==> src/rtl/core/fit_policy_block_allocator_macros.svh <==
// Assertion macros shared by the allocator RTL.
// No dependencies; included by the modules that carry assertions.
`ifndef FIT_POLICY_BLOCK_ALLOCATOR_MACROS_SVH
`define FIT_POLICY_BLOCK_ALLOCATOR_MACROS_SVH

// Same-cycle implication, disabled while in reset.
`define FPBA_ASSERT_IMPL(label, clk, rst_n, ante, cons) \
  label: assert property (@(posedge clk) disable iff (!(rst_n)) (ante) |-> (cons)) \
    else $error("fpba assertion failed");

// Next-cycle implication, disabled while in reset.
`define FPBA_ASSERT_NEXT(label, clk, rst_n, ante, cons) \
  label: assert property (@(posedge clk) disable iff (!(rst_n)) (ante) |=> (cons)) \
    else $error("fpba assertion failed");

`endif

==> src/rtl/core/fpba_pkg.sv <==
// Shared types and constants of the fit-policy block allocator.
// No dependencies; imported by the controller, datapath and top level.
`default_nettype none

package fpba_pkg;

  localparam int NUM_BLOCKS_DEF = 16;
  localparam int SIZE_BITS_DEF  = 16;

  localparam int CFG_IDX_W  = 1;
  localparam int CFG_DATA_W = 5;

  typedef enum logic [CFG_IDX_W-1:0] {
    CFG_FIT_MODE    = 1'b0,
    CFG_BLOCK_COUNT = 1'b1
  } cfg_reg_e;

  // fit_mode register codes; the unused code behaves as first fit
  localparam logic [1:0] FIT_FIRST = 2'd0;
  localparam logic [1:0] FIT_BEST  = 2'd1;
  localparam logic [1:0] FIT_WORST = 2'd2;

  localparam logic OP_LOAD  = 1'b0;
  localparam logic OP_ALLOC = 1'b1;

  localparam logic [CFG_DATA_W-1:0] BLOCK_COUNT_RST = 5'd16;

  typedef struct packed {
    logic load;    // write one table entry from the input word
    logic init;    // latch request, restart scan
    logic issue;   // read the entry at the scan index
    logic finish;  // write back and strobe the result
  } fpba_cmd_t;

  typedef struct packed {
    logic last_issue;  // scan index is at the last entry in use
    logic limit_zero;  // nothing to scan
  } fpba_sts_t;

endpackage

`default_nettype wire

==> src/rtl/core/fpba_ctrl.sv <==
// Controller of the allocator: one-hot state machine issuing datapath commands.
// Depends on fpba_pkg and fit_policy_block_allocator_macros.svh.
`default_nettype none

module fpba_ctrl (
  input  logic                  clk_i,
  input  logic                  rst_ni,
  input  logic                  start_i,
  input  logic                  op_i,
  input  fpba_pkg::fpba_sts_t   sts_i,
  output fpba_pkg::fpba_cmd_t   cmd_o,
  output logic                  busy_o
);
  import fpba_pkg::*;

`include "fit_policy_block_allocator_macros.svh"

  typedef enum logic [3:0] {
    ST_IDLE  = 4'b0001,
    ST_SCAN  = 4'b0010,
    ST_DRAIN = 4'b0100,
    ST_DONE  = 4'b1000
  } state_e;

  state_e state_q, state_d;

  always_comb begin
    state_d = state_q;
    cmd_o   = '0;
    case (state_q)
      ST_IDLE: begin
        if (start_i) begin
          if (op_i == OP_ALLOC) begin
            cmd_o.init = 1'b1;
            state_d    = sts_i.limit_zero ? ST_DONE : ST_SCAN;
          end else begin
            cmd_o.load = 1'b1;
          end
        end
      end
      ST_SCAN: begin
        cmd_o.issue = 1'b1;
        if (sts_i.last_issue) begin
          state_d = ST_DRAIN;
        end
      end
      // last read word is compared here
      ST_DRAIN: begin
        state_d = ST_DONE;
      end
      ST_DONE: begin
        cmd_o.finish = 1'b1;
        state_d      = ST_IDLE;
      end
      default: begin
        state_d = ST_IDLE;
      end
    endcase
  end

  always_ff @(posedge clk_i or negedge rst_ni) begin
    if (!rst_ni) begin
      state_q <= ST_IDLE;
    end else begin
      state_q <= state_d;
    end
  end

  assign busy_o = (state_q != ST_IDLE);

  `FPBA_ASSERT_NEXT(a_alloc_goes_busy, clk_i, rst_ni, start_i && !busy_o && op_i == OP_ALLOC, busy_o)
  `FPBA_ASSERT_NEXT(a_finish_then_idle, clk_i, rst_ni, cmd_o.finish, !busy_o)
  `FPBA_ASSERT_IMPL(a_load_only_idle, clk_i, rst_ni, cmd_o.load || cmd_o.init, !busy_o)

endmodule

`default_nettype wire

==> src/rtl/core/fpba_dp.sv <==
// Datapath of the allocator: free-size table, scan compare, request counter, result regs.
// Depends on fpba_pkg and fit_policy_block_allocator_macros.svh.
`default_nettype none

module fpba_dp #(
  parameter int NUM_BLOCKS = fpba_pkg::NUM_BLOCKS_DEF,
  parameter int SIZE_BITS  = fpba_pkg::SIZE_BITS_DEF
) (
  input  logic                                clk_i,
  input  logic                                rst_ni,
  input  fpba_pkg::fpba_cmd_t                 cmd_i,
  output fpba_pkg::fpba_sts_t                 sts_o,
  input  logic                                cfg_we_i,
  input  logic [fpba_pkg::CFG_IDX_W-1:0]      cfg_idx_i,
  input  logic [fpba_pkg::CFG_DATA_W-1:0]     cfg_data_i,
  input  logic [3:0]                          block_index_i,
  input  logic [15:0]                         size_value_i,
  input  logic                                last_request_i,
  output logic                                done_o,
  output logic                                granted_o,
  output logic [3:0]                          chosen_block_o,
  output logic [7:0]                          request_number_o,
  output logic                                last_out_o
);
  import fpba_pkg::*;

`include "fit_policy_block_allocator_macros.svh"

  localparam int IDX_W = $clog2(NUM_BLOCKS);
  localparam int CNT_W = $clog2(NUM_BLOCKS + 1);
  localparam int LIM_W = (CNT_W > CFG_DATA_W) ? CNT_W : CFG_DATA_W;
  localparam int BIX_W = (IDX_W > 4) ? IDX_W + 1 : 5;

  // configuration
  logic [1:0]            fit_mode_q;
  logic [CFG_DATA_W-1:0] block_count_q;

  always_ff @(posedge clk_i or negedge rst_ni) begin
    if (!rst_ni) begin
      fit_mode_q    <= FIT_FIRST;
      block_count_q <= BLOCK_COUNT_RST;
    end else if (cfg_we_i) begin
      case (cfg_idx_i)
        CFG_FIT_MODE:    fit_mode_q    <= cfg_data_i[1:0];
        CFG_BLOCK_COUNT: block_count_q <= cfg_data_i;
        default:         ;
      endcase
    end
  end

  // input word shaping
  logic [SIZE_BITS+15:0] size_ext;
  logic [SIZE_BITS-1:0]  size_in;
  logic [IDX_W+3:0]      bidx_ext;
  logic [IDX_W-1:0]      load_addr;
  logic                  load_in_range;

  assign size_ext      = {{SIZE_BITS{1'b0}}, size_value_i};
  assign size_in       = size_ext[SIZE_BITS-1:0];
  assign bidx_ext      = {{IDX_W{1'b0}}, block_index_i};
  assign load_addr     = bidx_ext[IDX_W-1:0];
  assign load_in_range = (BIX_W'(block_index_i) < BIX_W'(NUM_BLOCKS));

  // scan limit, saturated to the table depth
  logic [LIM_W-1:0] bc_ext;
  logic [LIM_W-1:0] limit;

  assign bc_ext = LIM_W'(block_count_q);
  assign limit  = (bc_ext > LIM_W'(NUM_BLOCKS)) ? LIM_W'(NUM_BLOCKS) : bc_ext;

  logic [IDX_W-1:0] scan_idx_q;

  assign sts_o.limit_zero = (limit == '0);
  assign sts_o.last_issue = ((LIM_W'(scan_idx_q) + LIM_W'(1)) == limit);

  always_ff @(posedge clk_i or negedge rst_ni) begin
    if (!rst_ni) begin
      scan_idx_q <= '0;
    end else if (cmd_i.init) begin
      scan_idx_q <= '0;
    end else if (cmd_i.issue) begin
      scan_idx_q <= scan_idx_q + IDX_W'(1);
    end
  end

  // request latch
  logic [SIZE_BITS-1:0] req_q;
  logic                 last_q;

  always_ff @(posedge clk_i) begin
    if (cmd_i.init) begin
      req_q  <= size_in;
      last_q <= last_request_i;
    end
  end

  // free-size table, one read and one write port
  logic [SIZE_BITS-1:0] mem [NUM_BLOCKS];
  logic [SIZE_BITS-1:0] rd_q;
  logic [IDX_W-1:0]     rd_idx_q;
  logic [SIZE_BITS-1:0] best_q;
  logic [IDX_W-1:0]     pick_q;
  logic                 found_q;

  always_ff @(posedge clk_i) begin
    if (cmd_i.load && load_in_range) begin
      mem[load_addr] <= size_in;
    end else if (cmd_i.finish && found_q) begin
      mem[pick_q] <= best_q - req_q;
    end
    if (cmd_i.issue) begin
      rd_q     <= mem[scan_idx_q];
      rd_idx_q <= scan_idx_q;
    end
  end

  logic rd_vld_q;

  always_ff @(posedge clk_i or negedge rst_ni) begin
    if (!rst_ni) begin
      rd_vld_q <= 1'b0;
    end else begin
      rd_vld_q <= cmd_i.issue;
    end
  end

  // candidate compare; strict compares keep ties on the lower index
  logic fits, take;

  always_comb begin
    fits = (rd_q >= req_q);
    take = 1'b0;
    if (rd_vld_q && fits) begin
      if (!found_q) begin
        take = 1'b1;
      end else if (fit_mode_q == FIT_BEST) begin
        take = (rd_q < best_q);
      end else if (fit_mode_q == FIT_WORST) begin
        take = (rd_q > best_q);
      end
    end
  end

  always_ff @(posedge clk_i or negedge rst_ni) begin
    if (!rst_ni) begin
      found_q <= 1'b0;
    end else if (cmd_i.init) begin
      found_q <= 1'b0;
    end else if (take) begin
      found_q <= 1'b1;
    end
  end

  always_ff @(posedge clk_i) begin
    if (take) begin
      best_q <= rd_q;
      pick_q <= rd_idx_q;
    end
  end

  // batch numbering
  logic [7:0] cnt_q;
  logic [7:0] cnt_inc;

  assign cnt_inc = cnt_q + 8'd1;

  always_ff @(posedge clk_i or negedge rst_ni) begin
    if (!rst_ni) begin
      cnt_q <= '0;
    end else if (cmd_i.finish) begin
      cnt_q <= last_q ? 8'd0 : cnt_inc;
    end
  end

  // result word
  logic [IDX_W+3:0] pick_ext;
  logic             done_q;
  logic             granted_q;
  logic [3:0]       chosen_q;
  logic [7:0]       num_q;
  logic             last_out_q;

  assign pick_ext = {4'd0, pick_q};

  always_ff @(posedge clk_i or negedge rst_ni) begin
    if (!rst_ni) begin
      done_q <= 1'b0;
    end else begin
      done_q <= cmd_i.finish;
    end
  end

  always_ff @(posedge clk_i) begin
    if (cmd_i.finish) begin
      granted_q  <= found_q;
      chosen_q   <= found_q ? pick_ext[3:0] : 4'd0;
      num_q      <= cnt_inc;
      last_out_q <= last_q;
    end
  end

  assign done_o           = done_q;
  assign granted_o        = granted_q;
  assign chosen_block_o   = chosen_q;
  assign request_number_o = num_q;
  assign last_out_o       = last_out_q;

  `FPBA_ASSERT_NEXT(a_finish_strobes, clk_i, rst_ni, cmd_i.finish, done_o)
  `FPBA_ASSERT_IMPL(a_single_strobe, clk_i, rst_ni, done_o, !$past(done_o))
  `FPBA_ASSERT_IMPL(a_no_grant_zero, clk_i, rst_ni, done_o && !granted_o, chosen_block_o == 4'd0)

endmodule

`default_nettype wire

==> src/rtl/core/fit_policy_block_allocator.sv <==
// Allocate: busy from the accepting edge through SCAN, one table entry read per cycle for
// entries 0 to L-1 with L = min(block_count, NUM_BLOCKS), DRAIN for the last compare and
// DONE for the write-back; only DONE when L is 0. done_o strobes in the first cycle with
// busy low again. Load: no result; busy stays low and the next word is taken next cycle.
// Reset: state machine idle, request counter 0, fit_mode 0, block_count 16; table undefined.
// done_o cannot be held off by the receiver.
`default_nettype none

module fit_policy_block_allocator #(
  parameter int NUM_BLOCKS = fpba_pkg::NUM_BLOCKS_DEF,
  parameter int SIZE_BITS  = fpba_pkg::SIZE_BITS_DEF
) (
  input  logic                            clk_i,
  input  logic                            rst_ni,
  input  logic                            start,
  output logic                            busy,
  input  logic                            operation_i,
  input  logic [3:0]                      block_index_i,
  input  logic [15:0]                     size_value_i,
  input  logic                            last_request_i,
  input  logic                            cfg_we_i,
  input  logic [fpba_pkg::CFG_IDX_W-1:0]  cfg_idx_i,
  input  logic [fpba_pkg::CFG_DATA_W-1:0] cfg_data_i,
  output logic                            done_o,
  output logic                            granted_o,
  output logic [3:0]                      chosen_block_o,
  output logic [7:0]                      request_number_o,
  output logic                            last_out_o
);
  import fpba_pkg::*;

  fpba_cmd_t cmd;
  fpba_sts_t sts;

  fpba_ctrl u_ctrl (
    .clk_i   (clk_i),
    .rst_ni  (rst_ni),
    .start_i (start),
    .op_i    (operation_i),
    .sts_i   (sts),
    .cmd_o   (cmd),
    .busy_o  (busy)
  );

  fpba_dp #(
    .NUM_BLOCKS (NUM_BLOCKS),
    .SIZE_BITS  (SIZE_BITS)
  ) u_dp (
    .clk_i            (clk_i),
    .rst_ni           (rst_ni),
    .cmd_i            (cmd),
    .sts_o            (sts),
    .cfg_we_i         (cfg_we_i),
    .cfg_idx_i        (cfg_idx_i),
    .cfg_data_i       (cfg_data_i),
    .block_index_i    (block_index_i),
    .size_value_i     (size_value_i),
    .last_request_i   (last_request_i),
    .done_o           (done_o),
    .granted_o        (granted_o),
    .chosen_block_o   (chosen_block_o),
    .request_number_o (request_number_o),
    .last_out_o       (last_out_o)
  );

endmodule

`default_nettype wire

==> config.mk <==
export PLATFORM = sky130hd
export DESIGN_NAME = fit_policy_block_allocator
export DESIGN_NICKNAME = d
export VERILOG_FILES = /design/src/rtl/core/fpba_pkg.sv /design/src/rtl/core/fpba_ctrl.sv /design/src/rtl/core/fpba_dp.sv /design/src/rtl/core/fit_policy_block_allocator.sv
export VERILOG_INCLUDE_DIRS = /design/src /design/src/rtl/core
export SDC_FILE = /design/constraint.sdc
export NUM_CORES = 1
export LEC_CHECK = 0
export BUFFER_PORTS_ARGS = -buffer_cell sky130_fd_sc_hd__buf_2
export CAP_MARGIN = 20
export CORE_AREA = 2 2 198 200
export DETAILED_ROUTE_END_ITERATION = 10
export DIE_AREA = 0 0 200 202
export SLEW_MARGIN = 10
export SYNTH_ARGS = -nofsm -noshare
export SYNTH_HDL_FRONTEND = slang
export SYNTH_SLANG_ARGS = --single-unit
==> constraint.sdc <==
create_clock -name clk_i -period 4.5 [get_ports clk_i]
set_input_delay 1.35 -clock clk_i [delete_from_list [all_inputs] [get_ports clk_i]]
set_output_delay 1.35 -clock clk_i [all_outputs]
set_load 0.05 [all_outputs]
==> results.json, run 1 <==
{
  "critical_path.max_fanout": 6,
  "synth_warnings": 0,
  "rr_endpoint": "u_dp.mem[14][4]$_DFFE_PP_",
  "type_of_the_most_critical_hold_path": "reg -> reg",
  "finalHoldWorstSlack_ns": 0.417,
  "initial_core_util_pct": 39.5,
  "regToRegStartpoint": "u_ctrl.state_q[1]$_DFFE_PN0P_",
  "timing.hold.worst.start": "u_dp.rd_idx_q[3]$_DFFE_PP_",
  "core_mm2": 0.0383,
  "setup_violations": 0,
  "clk_transition_reported_paths_ns": 0.06,
  "worstSetupPathType": "reg -> out",
  "required_time_reported_for_the_critical_path_endpoint_ns": 3.15,
  "yosysSeqAreaShare_pct": 69.2,
  "skew_ns": 0.0161,
  "post_synthesis_net_count": 1042,
  "ios": 48,
  "cts-root-buf": "sky130_fd_sc_hd__clkbuf_16",
  "finalInstanceArea_mm2": 0.0174,
  "ir_worst_vdd_v": 0.000275,
  "synthesis.area_per_instance_um2": 15.8,
  "grt_pass1_wl_um": 50000,
  "worst_hold_path_cells": 0,
  "share_of_layout_cells_above_drive_strength_1_pct": 21.3,
  "synth-edff-count": 327,
  "number_of_max_capacitance_violations_reported": 0,
  "cts_resized": 0,
  "leakage_nw": 6.11,
  "drt-total-wl_um": 31900,
  "rrSetupSlack_ns": 1.43,
  "route.met3.wl_um": 1480,
  "gp_congestion": 0.823,
  "port_buffers": 47,
  "wl_met2_um": 14400,
  "rsz0062_at_grt": "no",
  "clock_insertion_delay_worst_skew_ns": 0.54,
  "critPathArrivalTime_ns": 1.79,
  "core.rowCount": 72,
  "final_common_cell": "sky130_fd_sc_hd__edfxtp_1",
  "reg2reg_depth": 6,
  "final.min_clock_period_ns": 3.14,
  "startpoint_type": "flip-flop",
  "grt_start_max_net_pins": 45,
  "drt_pass1_iterations": 5,
  "synth.cell_area_mm2": 0.0151,
  "htree_levels": 2,
  "die_area_mm2": 0.0404,
  "diodes": 0,
  "ys_ff_latch": 353,
  "drc": 0,
  "synthToLayoutAreaGrowth_pct": 15.3,
  "detail_route.iter0.violations": 627,
  "number_of_global_route_vias_before_repair": 8313,
  "max_slew.worst_pin.slew_ns": 1.07,
  "synth_async_sr_flop_share_pct": 7.37,
  "status": "complete, no violations",
  "vias_per_cell": 5.24,
  "count_of_vias_placed_by_the_detailed_router": 8356,
  "detail_route.wl_per_cell_um": 20.0,
  "cts-buffers-inserted": 39,
  "clockBufferDepth": 3,
  "finalHoldViolations": 0,
  "yosys_most_used_dff": "sky130_fd_sc_hd__edfxtp_1",
  "timing.max_slew.rel_slack_pct": 28.9,
  "end_kind": "primary output",
  "clkSinkCount": 353,
  "highest_layer": "met4",
  "final_util_pct": 45.6,
  "final_max_slew_viol_count": 0,
  "most-common-layout-cells": "sky130_fd_sc_hd__edfxtp_1, sky130_fd_sc_hd__o21ai_0, sky130_fd_sc_hd__nand2_1",
  "route.antenna.remaining_nets": 0,
  "synth_cells": 960,
  "postCtsSetupBuffers": 0,
  "chipWidth_um": 200,
  "clock_tree_from_tritoncts": "built",
  "n_fill_cell": 3340,
  "fin_crit_sh_pct": 69.9,
  "routedLengthMet1_um": 15600,
  "grt_overflow": 0,
  "place.detailed.hpwl_um": 21500,
  "cts_hold_buf": 0,
  "power_density_mw_per_mm2": 472,
  "crit_path_start": "u_ctrl.state_q[0]$_DFFE_PN1P_",
  "layout.nets": 1130,
  "synth.distinct_cells": 72,
  "fin_tns_setup_ns": 0,
  "grt_antenna_before_repair": 0,
  "track_usage_pct": 16.3,
  "placed_area_mm2": 0.0162,
  "die_h_um": 202,
  "hold_end": "u_dp.pick_q[3]$_DFFE_PP_",
  "maxClockFrequency_ghz": 0.318
}
-- cell usage after synthesis, types with 3 or more instances --
| cell type | count | area (um2) |
|---|---|---|
| sky130_fd_sc_hd__xnor2_1 | 13 | 114 |
| sky130_fd_sc_hd__nor3_1 | 9 | 45.0 |
| sky130_fd_sc_hd__inv_1 | 43 | 161 |
| sky130_fd_sc_hd__xor2_1 | 10 | 87.6 |
| sky130_fd_sc_hd__nand2_1 | 57 | 214 |
| sky130_fd_sc_hd__nand3b_1 | 3 | 22.5 |
| sky130_fd_sc_hd__a22oi_1 | 17 | 128 |
| sky130_fd_sc_hd__clkbuf_1 | 17 | 63.8 |
| sky130_fd_sc_hd__mux2i_1 | 53 | 531 |
| sky130_fd_sc_hd__ha_1 | 49 | 613 |
| sky130_fd_sc_hd__a31oi_1 | 5 | 31.3 |
| sky130_fd_sc_hd__o211ai_1 | 4 | 30.0 |
| sky130_fd_sc_hd__and2_1 | 6 | 37.5 |
| sky130_fd_sc_hd__nand4_1 | 5 | 31.3 |
| sky130_fd_sc_hd__nand2b_1 | 7 | 43.8 |
| sky130_fd_sc_hd__buf_2 | 13 | 65.1 |
| sky130_fd_sc_hd__o21ai_0 | 58 | 290 |
| sky130_fd_sc_hd__and3_1 | 6 | 37.5 |
| sky130_fd_sc_hd__a21o_1 | 5 | 37.5 |
| sky130_fd_sc_hd__mux2_2 | 20 | 225 |
| sky130_fd_sc_hd__mux4_2 | 32 | 721 |
| sky130_fd_sc_hd__a211oi_1 | 4 | 30.0 |
| sky130_fd_sc_hd__nand3_1 | 10 | 50.1 |
| sky130_fd_sc_hd__nor2_1 | 40 | 150 |
| sky130_fd_sc_hd__nor2b_1 | 8 | 50.1 |
| sky130_fd_sc_hd__a21oi_1 | 39 | 195 |
| sky130_fd_sc_hd__dfrtp_1 | 24 | 601 |
| sky130_fd_sc_hd__a221oi_1 | 16 | 140 |
| sky130_fd_sc_hd__a22o_1 | 5 | 43.8 |
| sky130_fd_sc_hd__edfxtp_1 | 327 | 9820 |
-- routing by layer --
layer / vias to the layer above / GRT usage, %
met1: 4236 / 24.6
met5: - / 0
li1: 3927 / -
met4: 0 / 3.99
met3: 33 / 3.04
met2: 160 / 24.5
-- state kept, by name, indices dropped and copies added (netlist names), 2 cells and up --
| signal | count |
|---|---|
| u_ctrl.state_q | 4 |
| u_dp.bc_ext | 5 |
| u_dp.best_q | 16 |
| u_dp.chosen_block_o | 4 |
| u_dp.cnt_q | 8 |
| u_dp.fit_mode_q | 2 |
| u_dp.mem | 256 |
| u_dp.pick_q | 4 |
| u_dp.rd_idx_q | 4 |
| u_dp.rd_q | 16 |
| u_dp.req_q | 16 |
| u_dp.request_number_o | 8 |
| u_dp.scan_idx_q | 4 |
-- worst max path at each step --
stage / to / slack [ns] / depth (start not counted)
floorplan: u_dp.best_q[0]$_DFFE_PP_ / 1.13 / 7
global placement: u_dp.mem[15][3]$_DFFE_PP_ / 1.13 / 6
detailed placement: u_dp.mem[13][1]$_DFFE_PP_ / 1.11 / 5
CTS: busy / 1.33 / 3
global route: busy / 1.17 / 3
finish: busy / 1.36 / 3
-- where the power goes --
group	total, mW	leakage, nW	internal (mW)	switching [mW]
sequential	3.88	3.30	3.74	0.136
clock	3.11	0.612	1.84	1.27
combinational	1.24	2.20	0.540	0.699
-- cells by family after synthesis --
| family | after synthesis | share of synthesized area, % |
|---|---|---|
| AND/OR/NAND/NOR | 168 | 5.53 |
| AO/OA/AOI/OAI | 180 | 7.76 |
| XOR/XNOR | 23 | 1.33 |
| multiplexers | 105 | 9.76 |
| flip-flops | 353 | 69.2 |
| adder cells (fa/ha/maj) | 50 | 4.18 |
| buffers and inverters | 81 | 2.23 |
-- worst max-delay path, stage by stage (launching register included) --
cell and delay [ns]:
sky130_fd_sc_hd__dfstp_2 0.59, sky130_fd_sc_hd__nor4b_1 0.38, sky130_fd_sc_hd__inv_1 0.07, sky130_fd_sc_hd__buf_2 0.22
-- stage by stage --
step	power, mW	worst slack [ns]	instances
floorplan	4.78	1.13	960
global placement	5.18	1.13	1525
detailed placement	5.19	1.11	1525
CTS	8.32	1.33	1595
global route	8.58	1.17	1595
finish	8.23	1.36	1595
-- cell type report --
type                       count  area, um2  share of cell area (%)
clock inverter                23        226                    1.30
inverter                      45        170                   0.975
tap                          518        648                    3.71
sequential                   353      10500                    60.0
multi-input combinational    526       4380                    25.1
timing repair buffer          83        531                    3.04
clock buffer                  47       1020                    5.82
Note: power is estimated with default switching activity, not from simulation.
==> inputs of run 2 (changes only) <==
clock period = 2.94 ns   (was 4.5 ns; I/O delays follow)
==> run 2 against run 1 <==
Sequential share of layout area down 1.3 points. Global-route usage is 0.82 points higher. Critical path depth up 5. Cell area up 2.3%. Critical path type is now reg -> reg.
==> results.json, run 2 (synthesis results as in run 1) <==
{
  "critPathSlowestCell": "sky130_fd_sc_hd__or4b_4",
  "core_mm2": 0.0383,
  "htree_levels": 2,
  "maxClockFrequency_ghz": 0.354,
  "port_buffers": 47,
  "clkSinkCount": 353,
  "share_of_layout_cells_above_drive_strength_1_pct": 22.2,
  "critical-path-max-stage-delay_ns": 0.54,
  "startpoint_type": "flip-flop",
  "place.detailed.hpwl_um": 21300,
  "ios": 48,
  "ir_worst_vdd_v": 0.000455,
  "gp_congestion": 0.842,
  "rsz0062_at_grt": "yes",
  "detail_route.wl_per_cell_um": 21.0,
  "critical_path.max_fanout": 8,
  "leakage_nw": 6.27,
  "grt_overflow": 0,
  "drt-total-wl_um": 33800,
  "skew_ns": 0.0189,
  "final.min_clock_period_ns": 2.83,
  "final_max_slew_viol_count": 0,
  "initial_core_util_pct": 39.5,
  "layout.nets": 1147,
  "max_flop_register": "u_dp.mem",
  "grt_start_max_net_pins": 33,
  "regToRegStartpoint": "u_dp.rd_q[1]$_DFFE_PP_",
  "most-common-layout-cells": "sky130_fd_sc_hd__edfxtp_1, sky130_fd_sc_hd__o21ai_0, sky130_fd_sc_hd__nand2_1",
  "status": "complete, no violations",
  "diodes": 0,
  "drc": 0,
  "synthToLayoutAreaGrowth_pct": 17.9,
  "clk_transition_reported_paths_ns": 0.06,
  "cts-buffers-inserted": 38,
  "rrSetupSlack_ns": 0.11,
  "clock_insertion_delay_worst_skew_ns": 0.53,
  "clock_tree_from_tritoncts": "built",
  "chipWidth_um": 200,
  "cts-root-buf": "sky130_fd_sc_hd__clkbuf_16",
  "vias_per_cell": 5.32,
  "final_common_cell": "sky130_fd_sc_hd__edfxtp_1",
  "fin_crit_sh_pct": 96.2,
  "finalHoldViolations": 0,
  "power_density_mw_per_mm2": 710,
  "setup_violations": 0,
  "drt_pass1_iterations": 4,
  "cp_cell_sequence": "ha_1, nor2b_2, o211ai_1, a2111oi_2, nor4b_2, or4b_4, a31oi_4, clkbuf_16",
  "critPathArrivalTime_ns": 3.08,
  "core.rowCount": 72,
  "required_time_reported_for_the_critical_path_endpoint_ns": 3.19,
  "max_reg_flops": 256,
  "end_kind": "flip-flop",
  "die_h_um": 202,
  "reg2reg_depth": 8,
  "placed_area_mm2": 0.0165,
  "grt_pass1_wl_um": 51400,
  "clockBufferDepth": 3,
  "route.antenna.remaining_nets": 0,
  "finalInstanceArea_mm2": 0.0178,
  "count_of_vias_placed_by_the_detailed_router": 8563,
  "crit_path_start": "u_dp.rd_q[1]$_DFFE_PP_",
  "final_util_pct": 46.6,
  "rr_endpoint": "u_dp.best_q[15]$_DFFE_PP_",
  "bufs_and_invs_on_worst_path": 1,
  "type_of_the_most_critical_hold_path": "in -> async",
  "worstSetupPathType": "reg -> reg",
  "number_of_global_route_vias_before_repair": 8704,
  "grt_antenna_before_repair": 0,
  "die_area_mm2": 0.0404,
  "max_slew.worst_pin.slew_ns": 0.639,
  "number_of_max_capacitance_violations_reported": 0,
  "detail_route.iter0.violations": 633,
  "timing.max_slew.rel_slack_pct": 57.4,
  "track_usage_pct": 17.2,
  "cp_top_family": "compound AO/OA/AOI/OAI gates",
  "finalHoldWorstSlack_ns": 0.375,
  "total_power_mw": 12.7
}
[run 2: cell count changes in the layout (fill, tap and decap cells not counted), sizes merged]
cell,change
bufinv,+1
clkinv,-5
buf,+17
clkbuf,+5
clkinvlp,-2
[run 2: final cells by class]
type / instances / area [um2]
multi-input combinational: 526 / 4400
inverter: 45 / 170
sequential: 353 / 10500
fill: 3270 / 20400
clock buffer: 51 / 1030
clock inverter: 17 / 225
timing repair buffer: 101 / 896
tap: 518 / 648
[run 2: metrics by stage]
step	setup WS, ns	setup TNS (ns)	instances
after floorplan	0.0245	0	960
after global placement	0.172	0	1540
after detailed placement	0.131	0	1540
after CTS	0.113	0	1608
after global routing	-0.0405	-0.363	1611
final	0.112	0	1611
[run 2: worst max path at each step]
stage / slack, ns / end / cells after the start
floorplan: 0.02 / u_dp.best_q[0]$_DFFE_PP_ / 7
global placement: 0.17 / u_dp.best_q[1]$_DFFE_PP_ / 9
detailed placement: 0.13 / u_dp.best_q[1]$_DFFE_PP_ / 9
CTS: 0.11 / u_dp.best_q[10]$_DFFE_PP_ / 9
global route: -0.04 / u_dp.best_q[15]$_DFFE_PP_ / 8
finish: 0.11 / u_dp.best_q[15]$_DFFE_PP_ / 8
[run 2: routing by layer]
metal  GRT usage, %  routed length [um]  up-vias
met3           2.85                1680       62
met5              0                   0        -
met1           23.0               14500     4339
met2           28.8               16800      194
li1               -                   -     3968
met4           4.92                 811        0
[run 2: where the power goes]
group | internal, mW | switching, mW | leakage (nW) | total (mW)
logic | 0.882 | 1.07 | 2.36 | 1.95
registers | 5.73 | 0.185 | 3.30 | 5.91
clock network | 2.92 | 1.89 | 0.611 | 4.81
total | 9.52 | 3.15 | 6.27 | 12.7
[run 2: worst reg2reg max path, stage by stage, from the launching register on]
cell                        delay [ns]
sky130_fd_sc_hd__edfxtp_1         0.41
sky130_fd_sc_hd__ha_1             0.31
sky130_fd_sc_hd__nor2b_2          0.13
sky130_fd_sc_hd__o211ai_1         0.13
sky130_fd_sc_hd__a2111oi_2        0.37
sky130_fd_sc_hd__nor4b_2          0.12
sky130_fd_sc_hd__or4b_4           0.54
sky130_fd_sc_hd__a31oi_4          0.31
sky130_fd_sc_hd__clkbuf_16        0.22
[run 2: what timing repair did]
action                                  in CTS  in global routing
hold endpoints to repair                     0                  0
setup buffers                                0                  2
hold buffers                                 0                  0
endpoints found under the setup margin       0                 20
resized for setup                            0                  5
